File: config.mk
export PLATFORM = sky130hd
export DESIGN_NAME = embedded_free_list_block_allocator_core
export DESIGN_NICKNAME = d
export VERILOG_FILES = /design/src/rtl/core/efla_pkg.sv /design/src/rtl/core/efla_divider.sv /design/src/rtl/core/efla_link_table.sv /design/src/rtl/core/embedded_free_list_block_allocator_core.sv
export SDC_FILE = /design/constraint.sdc
export NUM_CORES = 2
export LEC_CHECK = 0
export BUFFER_PORTS_ARGS = -buffer_cell sky130_fd_sc_hd__buf_4
export CAP_MARGIN = 40
export CORE_UTILIZATION = 30
export CTS_CLUSTER_DIAMETER = 30
export DETAILED_ROUTE_END_ITERATION = 7
export HOLD_SLACK_MARGIN = 0.03
export PLACE_DENSITY_LB_ADDON = 0.08
export SYNTH_ARGS = -nofsm -noshare
export SYNTH_HDL_FRONTEND = slang
export SYNTH_HIERARCHICAL = 1
export SYNTH_SLANG_ARGS = --single-unit
File: constraint.sdc
create_clock -name clk -period 10.24 [get_ports clk]
set_input_delay 1.536 -clock clk [delete_from_list [all_inputs] [get_ports clk]]
set_output_delay 1.536 -clock clk [all_outputs]
set_load 0.1 [all_outputs]
File: src/rtl/core/efla_pkg.sv
`timescale 1ns / 1ps
// ----------------------------------------------------------------------------
// efla_pkg
// Shared types and constants for the free-list block allocator core.
// ----------------------------------------------------------------------------
package efla_pkg;

  localparam int MaxBlocks = 255;
  localparam int IdxW      = 8;
  localparam int AddrW     = 32;
  localparam int SizeW     = 13;
  localparam int ProdW     = SizeW + IdxW;
  localparam int DivCntW   = $clog2(AddrW);

  typedef enum logic [1:0] {
    FUNC_FORMAT  = 2'd0,
    FUNC_ACQUIRE = 2'd1,
    FUNC_RELEASE = 2'd2,
    FUNC_QUERY   = 2'd3
  } func_t;

  localparam logic [1:0] STAT_OK        = 2'd0;
  localparam logic [1:0] STAT_EMPTY     = 2'd1;
  localparam logic [1:0] STAT_NOT_OWNED = 2'd2;
  localparam logic [1:0] STAT_MISALIGN  = 2'd3;

  localparam logic [1:0] OWN_BELOW  = 2'd0;
  localparam logic [1:0] OWN_INSIDE = 2'd1;
  localparam logic [1:0] OWN_ABOVE  = 2'd2;

  localparam logic [1:0] REG_BLOCK_SIZE   = 2'd0;
  localparam logic [1:0] REG_BLOCK_COUNT  = 2'd1;
  localparam logic [1:0] REG_BASE_ADDRESS = 2'd2;

  typedef struct packed {
    logic            clear;
    logic            rd_en;
    logic [IdxW-1:0] rd_addr;
    logic            wr_en;
    logic [IdxW-1:0] wr_addr;
    logic [IdxW-1:0] wr_data;
  } link_req_t;

  typedef struct packed {
    logic             done;
    logic [AddrW-1:0] quotient;
    logic [SizeW-1:0] remainder;
  } div_result_t;

endpackage

File: src/rtl/core/efla_divider.sv
`timescale 1ns / 1ps
// ----------------------------------------------------------------------------
// efla_divider
// Radix-2 restoring divider, one quotient bit per cycle.
// ----------------------------------------------------------------------------
module efla_divider
  import efla_pkg::*;
(
  input  logic             clk,
  input  logic             rst,
  input  logic             start,
  input  logic [AddrW-1:0] dividend,
  input  logic [SizeW-1:0] divisor,
  output div_result_t      result
);

  logic [AddrW-1:0]   dq;
  logic [SizeW-1:0]   rem;
  logic [SizeW-1:0]   div_q;
  logic [DivCntW-1:0] cnt;
  logic               busy;
  logic               done;
  logic [SizeW:0]     shifted;
  logic               fits;

  assign shifted = {rem, dq[AddrW-1]};
  assign fits    = shifted >= {1'b0, div_q};

  always_ff @(posedge clk) begin
    if (rst) begin
      busy <= 1'b0;
      done <= 1'b0;
      cnt  <= '0;
    end else begin
      done <= 1'b0;
      if (start) begin
        dq    <= dividend;
        rem   <= '0;
        div_q <= divisor;
        cnt   <= '0;
        busy  <= 1'b1;
      end else if (busy) begin
        if (fits) begin
          rem <= SizeW'(shifted - {1'b0, div_q});
        end else begin
          rem <= shifted[SizeW-1:0];
        end
        dq  <= {dq[AddrW-2:0], fits};
        cnt <= cnt + 1'b1;
        if (cnt == DivCntW'(AddrW - 1)) begin
          busy <= 1'b0;
          done <= 1'b1;
        end
      end
    end
  end

  assign result.done      = done;
  assign result.quotient  = dq;
  assign result.remainder = rem;

endmodule

File: src/rtl/core/efla_link_table.sv
`timescale 1ns / 1ps
// ----------------------------------------------------------------------------
// efla_link_table
// Free-list link memory with per-entry valid bits; an invalid entry i reads i+1.
// ----------------------------------------------------------------------------
module efla_link_table
  import efla_pkg::*;
(
  input  logic            clk,
  input  logic            rst,
  input  link_req_t       req,
  output logic [IdxW-1:0] rd_data
);

  logic [IdxW-1:0]      mem [0:MaxBlocks-1];
  logic [MaxBlocks-1:0] valid;
  logic [IdxW-1:0]      rd_mem_q;
  logic                 rd_valid_q;
  logic [IdxW-1:0]      rd_addr_q;

  always_ff @(posedge clk) begin
    if (req.wr_en) begin
      mem[req.wr_addr] <= req.wr_data;
    end
    if (req.rd_en) begin
      rd_mem_q <= mem[req.rd_addr];
    end
  end

  always_ff @(posedge clk) begin
    if (rst) begin
      valid      <= '0;
      rd_valid_q <= 1'b0;
      rd_addr_q  <= '0;
    end else begin
      if (req.clear) begin
        valid <= '0;
      end else if (req.wr_en) begin
        valid[req.wr_addr] <= 1'b1;
      end
      if (req.rd_en) begin
        rd_valid_q <= valid[req.rd_addr];
        rd_addr_q  <= req.rd_addr;
      end
    end
  end

  assign rd_data = rd_valid_q ? rd_mem_q : rd_addr_q + 1'b1;

endmodule

File: src/rtl/core/embedded_free_list_block_allocator_core.sv
`timescale 1ns / 1ps
// ----------------------------------------------------------------------------
// embedded_free_list_block_allocator_core
// Free-list allocator for one chunk of up to 255 equal-sized blocks.
// ----------------------------------------------------------------------------
// One operation is in flight at a time. After acceptance, format and
// ownership query step through S_MUL and S_EVAL to S_OUT; a successful
// acquire adds S_LINK before S_OUT (one link-table read); release adds
// S_DIV, which waits for the 32-step radix-2 divider that turns the offset
// into a block index. An out-of-chunk release skips the divider. A finished
// result waits in the output register while the next transaction is
// accepted; that one then holds in the core until the output register frees.
// Configuration writes are always accepted but belong only where no
// transaction is in flight; block_count only takes effect at the next format.
module embedded_free_list_block_allocator_core
  import efla_pkg::*;
(
  input  logic             clk,
  input  logic             rst,
  input  logic             cfg_valid,
  output logic             cfg_ready,
  input  logic [1:0]       cfg_index,
  input  logic [AddrW-1:0] cfg_data,
  input  logic             in_valid,
  output logic             in_ready,
  input  logic [1:0]       func,
  input  logic [AddrW-1:0] address,
  output logic             out_valid,
  input  logic             out_ready,
  output logic [AddrW-1:0] block_address,
  output logic [IdxW-1:0]  block_index,
  output logic [1:0]       ownership,
  output logic [IdxW-1:0]  free_count,
  output logic [1:0]       status
);

  typedef enum logic [2:0] {
    S_IDLE, S_MUL, S_EVAL, S_LINK, S_DIV, S_OUT
  } state_t;

  state_t           state;
  logic [SizeW-1:0] block_size;
  logic [IdxW-1:0]  block_count;
  logic [AddrW-1:0] base_address;
  logic [IdxW-1:0]  free_head;
  logic [IdxW-1:0]  free_total;
  logic [IdxW-1:0]  provided_total;
  func_t            func_q;
  logic [AddrW-1:0] addr_q;
  logic [ProdW-1:0] prod;
  logic [AddrW-1:0] res_addr;
  logic [IdxW-1:0]  res_index;
  logic [1:0]       res_own;
  logic [1:0]       res_status;

  logic [SizeW-1:0] eff_size;
  logic [AddrW:0]   sum;
  logic [1:0]       own;
  logic             div_start;
  logic             rel_ok;
  logic             out_load;
  link_req_t        link_req;
  logic [IdxW-1:0]  link_data;
  div_result_t      div_res;

  assign cfg_ready = 1'b1;
  assign in_ready  = (state == S_IDLE);
  assign out_load  = (state == S_OUT) && (!out_valid || out_ready);
  assign eff_size  = (block_size == '0) ? SizeW'(1) : block_size;
  assign sum       = {1'b0, base_address} + (AddrW+1)'(prod);

  always_comb begin
    if (addr_q < base_address) begin
      own = OWN_BELOW;
    end else if ({1'b0, addr_q} >= sum) begin
      own = OWN_ABOVE;
    end else begin
      own = OWN_INSIDE;
    end
  end

  assign div_start = (state == S_EVAL) && (func_q == FUNC_RELEASE) && (own == OWN_INSIDE);
  assign rel_ok    = (div_res.remainder == '0) &&
                     (div_res.quotient < AddrW'(MaxBlocks));

  always_comb begin
    link_req         = '0;
    link_req.clear   = (state == S_EVAL) && (func_q == FUNC_FORMAT);
    link_req.rd_en   = (state == S_EVAL) && (func_q == FUNC_ACQUIRE);
    link_req.rd_addr = free_head;
    link_req.wr_en   = (state == S_DIV) && div_res.done && rel_ok;
    link_req.wr_addr = div_res.quotient[IdxW-1:0];
    link_req.wr_data = free_head;
  end

  efla_divider u_div (
    .clk      (clk),
    .rst      (rst),
    .start    (div_start),
    .dividend (addr_q - base_address),
    .divisor  (eff_size),
    .result   (div_res)
  );

  efla_link_table u_links (
    .clk     (clk),
    .rst     (rst),
    .req     (link_req),
    .rd_data (link_data)
  );

  always_ff @(posedge clk) begin
    if (rst) begin
      block_size   <= SizeW'(16);
      block_count  <= IdxW'(255);
      base_address <= '0;
    end else if (cfg_valid && cfg_ready) begin
      case (cfg_index)
        REG_BLOCK_SIZE:   block_size   <= cfg_data[SizeW-1:0];
        REG_BLOCK_COUNT:  block_count  <= cfg_data[IdxW-1:0];
        REG_BASE_ADDRESS: base_address <= cfg_data;
        default: ;
      endcase
    end
  end

  always_ff @(posedge clk) begin
    if (rst) begin
      state          <= S_IDLE;
      out_valid      <= 1'b0;
      free_head      <= '0;
      free_total     <= IdxW'(MaxBlocks);
      provided_total <= IdxW'(MaxBlocks);
    end else begin
      if (out_load) begin
        out_valid <= 1'b1;
      end else if (out_ready) begin
        out_valid <= 1'b0;
      end
      case (state)
        S_IDLE: begin
          if (in_valid) begin
            func_q <= func_t'(func);
            addr_q <= address;
            state  <= S_MUL;
          end
        end
        S_MUL: begin
          prod  <= ProdW'(eff_size) *
                   ProdW'((func_q == FUNC_ACQUIRE) ? free_head : provided_total);
          state <= S_EVAL;
        end
        S_EVAL: begin
          res_addr   <= '0;
          res_index  <= '0;
          res_own    <= OWN_BELOW;
          res_status <= STAT_OK;
          state      <= S_OUT;
          case (func_q)
            FUNC_FORMAT: begin
              free_head      <= '0;
              free_total     <= block_count;
              provided_total <= block_count;
            end
            FUNC_ACQUIRE: begin
              if (free_total == '0 || free_head >= provided_total) begin
                res_status <= STAT_EMPTY;
              end else begin
                res_addr  <= sum[AddrW-1:0];
                res_index <= free_head;
                state     <= S_LINK;
              end
            end
            FUNC_RELEASE: begin
              res_own <= own;
              if (own != OWN_INSIDE) begin
                res_status <= STAT_NOT_OWNED;
              end else begin
                state <= S_DIV;
              end
            end
            default: begin
              res_own <= own;
            end
          endcase
        end
        S_LINK: begin
          free_head  <= link_data;
          free_total <= free_total - 1'b1;
          state      <= S_OUT;
        end
        S_DIV: begin
          if (div_res.done) begin
            state <= S_OUT;
            if (div_res.remainder != '0) begin
              res_status <= STAT_MISALIGN;
            end else if (!rel_ok) begin
              res_status <= STAT_NOT_OWNED;
            end else begin
              free_head <= div_res.quotient[IdxW-1:0];
              res_index <= div_res.quotient[IdxW-1:0];
              if (free_total != '1) begin
                free_total <= free_total + 1'b1;
              end
            end
          end
        end
        S_OUT: begin
          if (out_load) begin
            block_address <= res_addr;
            block_index   <= res_index;
            ownership     <= res_own;
            free_count    <= free_total;
            status        <= res_status;
            state         <= S_IDLE;
          end
        end
        default: state <= S_IDLE;
      endcase
    end
  end

endmodule

==> impl_metrics.tcl <==
set metrics [dict create \
    remaining_drc_errors 0 \
    setup_tns_ns 0 \
    path_cells "ha_1 -> a21oi_1 -> o21bai_1 -> a21o_1 -> or3_1 -> o2111ai_1 -> a21oi_1 -> xnor2_1 -> ha_1 -> a211oi_1 -> o21ai_0 -> o211a_1 -> or3_1 -> a211o_1 -> o211a_1 -> nor3_2 -> buf_4 -> nor2_1 -> nor2_4 -> buf_4" \
    r2r-end "u_div/dq[26]$_DFFE_PP_" \
    clock_sinks 2609 \
    core_mm2 0.359 \
    drtIter0Drc 4340 \
    startpoint_type "register" \
    drv_slew 0 \
    final_common_cell "edfxtp_1" \
    yosysWarningCount 6 \
    gr-usage-all-layers_pct 17.6 \
    cp.required_ns 10.84 \
    cts_buffer_depth 4 \
    holdCritStartpoint "res_addr[5]$_SDFFCE_PP0P_" \
    final_cells 12526 \
    max_cap_viol_count 0 \
    die_w_um 602 \
    rr_worst_depth 20 \
    final_hold_viol_count 0 \
    cts_buffers 660 \
    tightest_slew_ns 1.00 \
    placed_cells 11295 \
    ios 128 \
    layout-drive-gt1-share_pct 30.4 \
    powerDensity_mw_per_mm2 239 \
    die_h_um 602 \
    crit_slowest_cell "o2111ai_1" \
    syn_inst 6335 \
    finClkSkew_ns 0.0551 \
    synth-edff-count 2257 \
    slowest_delay_ns 0.59 \
    crit_fanout 50 \
    grt_max_degree 143 \
    placementRows 220 \
    hold_slack_ns 0.411 \
    vias 60864 \
    ctsHoldBuffers 0 \
    hp-class "reg -> reg" \
    synth_nets 6637 \
    grt-ovfl-total 0 \
    grt_pass1_vias 64352 \
    htree_levels 6 \
    final_util_pct 39.0 \
    syn2layout_area_growth_pct 29.3 \
    grt_pass1_wl_um 469000 \
    via_per_inst 4.86 \
    dp_hpwl_um 211000 \
    portBuffers 126 \
    setup_violations 0 \
    synth-seq-cells 2609 \
    synth.avg_cell_area_um2 17.1 \
    p_leak_uw 0.0475 \
    routedWlPerCell_um 25.9 \
    fin_crit_sh_pct 62.8 \
    antenna_found_initial 21 \
    cts_tree "done" \
    rsz0062_at_grt "false" \
    place_congestion 0.783 \
    layout_common_cells "edfxtp_1, nor2_1, clkbuf_16" \
    vdd_drop_max_mv 0.180 \
    fmax_mhz 156 \
    whs_path_depth 0 \
    path_class "reg -> reg" \
    final_nets 7487 \
    die_area_mm2 0.363 \
    synthArstFlopShare_pct 0 \
    totalWireLength_um 324000 \
    setup.worst_path.end_class "register" \
    syn_area_mm2 0.108 \
    path_clk_slew_ns 0.04 \
    ctsResizeCount 0 \
    ys_seq_area_share_pct 69.2 \
    synth-main-ff-cell "edfxtp_1" \
    status "finished, final reports clean" \
    firstDrtPassIters 6 \
    start_util_pct 30.1 \
    arrival_ns 7.03 \
    synth_cell_types 87 \
    slew_headroom_pct 31.6 \
    ant_nets 0 \
    min_period_ns 6.43 \
    clk_latency_ns 1.02 \
    r2r_slack_ns 3.81 \
    post_cts_buffers 0 \
    hold_end "block_address[5]$_DFFE_PP_" \
    clockRootBuffer "clkbuf_16" \
    r2r_start "prod[14]$_DFFE_PP_" \
]
## stage by stage
| stage | instance area (um2) | setup WS, ns | power [uW] |
|---|---|---|---|
| finish | 140000 | 3.81 | 33400 |
| floorplan | 108000 | 1.93 | 12400 |
| CTS | 140000 | 3.78 | 33800 |
| detailed placement | 117000 | 3.86 | 12800 |
| global route | 140000 | 3.43 | 34500 |
| global placement | 115000 | 3.69 | 12700 |
## final cells by class
| type | count | area [um2] |
|---|---|---|
| Clock inverter | 411 | 5020 |
| Timing Repair Buffer | 541 | 4480 |
| Multi-Input combinational cell | 3211 | 31200 |
| Sequential cell | 2609 | 74900 |
| Fill cell | 33042 | 219000 |
| Antenna cell | 2 | 5.00 |
| Clock buffer | 817 | 17700 |
| Inverter | 162 | 611 |
| Tap cell | 4773 | 5970 |
## where the power goes
group          internal, uW  switching, uW  leakage [uW]
Sequential            11500           42.7        0.0237
Clock                 14400           6430        0.0110
Combinational           404            591        0.0128
Total                 26400           7070        0.0475
## metal layers
layer	up-vias	track usage, %	part of all wire [%]
met1	32091	23.9	45
met5	-	0	0
met2	1572	29.3	49
li1	26716	-	-
met3	485	3.09	4.6
met4	0	4.52	2.1
## cell families after synthesis
family	Yosys count	share of synthesized area, %
flops	2609	69.2
simple gates	1503	6.02
mux	803	15.2
compound gates	585	3.73
buf+inv	515	2.04
fa+ha+maj	229	3.14
xor+xnor	90	0.729
other cells	1	0.00347
## critical path, delay by kind of cell (launching register included)
| kind | cells | cell delay [ns] |
|---|---|---|
| compound gates | 10 | 2.36 |
| xor+xnor | 1 | 0.26 |
| fa+ha+maj | 2 | 0.65 |
| buf+inv | 2 | 1.07 |
| flops | 1 | 0.38 |
| simple gates | 5 | 1.20 |
## synth_stat cells (19+ instances only)
library cell  instances  area share [%]
o21ai_0              91            0.42
nand2_1             272            0.94
nor2_1              866             3.0
buf_4                42            0.29
o21ba_2              30            0.28
a21o_1               32            0.22
buf_1                30            0.10
inv_1               160            0.56
a221oi_1             29            0.23
xnor2_1              60            0.49
ha_1                159             1.8
nor3_1               37            0.17
mux2i_1              94            0.87
dfxtp_1             352             6.5
xor2_1               30            0.24
mux4_2              663              14
and2_1               25            0.14
or3_1                19            0.11
a21oi_1             157            0.73
edfxtp_1           2257              63
nand3_1              57            0.26
nand4_1              27            0.16
mux2_2               46            0.48
clkbuf_1            215            0.75
nand2b_1             30            0.17
fa_1                 70             1.3
buf_2                58            0.27
o211ai_1             31            0.22
nor2b_1              89            0.51
a22oi_1              20            0.14
o21a_1               21            0.15
a211oi_1             36            0.25
## registers in the layout (all words and copies together), names as in the netlist, 13 cells and up
register and count:
block_address 32, u_links/mem 2040, u_div/div_q 13, u_links/valid 255
block_size 13, prod 21, res_addr 32, u_div/dq 32
u_div/rem 13, base_address 32, addr_q 32
## worst max-delay path by stage
| stage | from | endpoint | slack (ns) | cells past startpoint |
|---|---|---|---|---|
| 6_report | prod[14]$_DFFE_PP_ | u_div/dq[26]$_DFFE_PP_ | 3.81 | 20 |
| 3_5_place_dp | prod[14]$_DFFE_PP_ | u_div/dq[27]$_DFFE_PP_ | 3.86 | 20 |
| 4_1_cts | prod[14]$_DFFE_PP_ | u_div/dq[27]$_DFFE_PP_ | 3.78 | 20 |
| 2_1_floorplan | free_head[2]$_SDFFE_PP0P_ | prod[19]$_DFFE_PP_ | 1.93 | 17 |
| 5_1_grt | base_address[0]$_SDFFE_PP0P_ | u_div/dq[27]$_DFFE_PP_ | 3.43 | 22 |
| 3_3_place_gp | func_q[1]$_DFFE_PP_ | prod[17]$_DFFE_PP_ | 3.69 | 18 |
No activity file was read; power rests on OpenSTA's default activity.
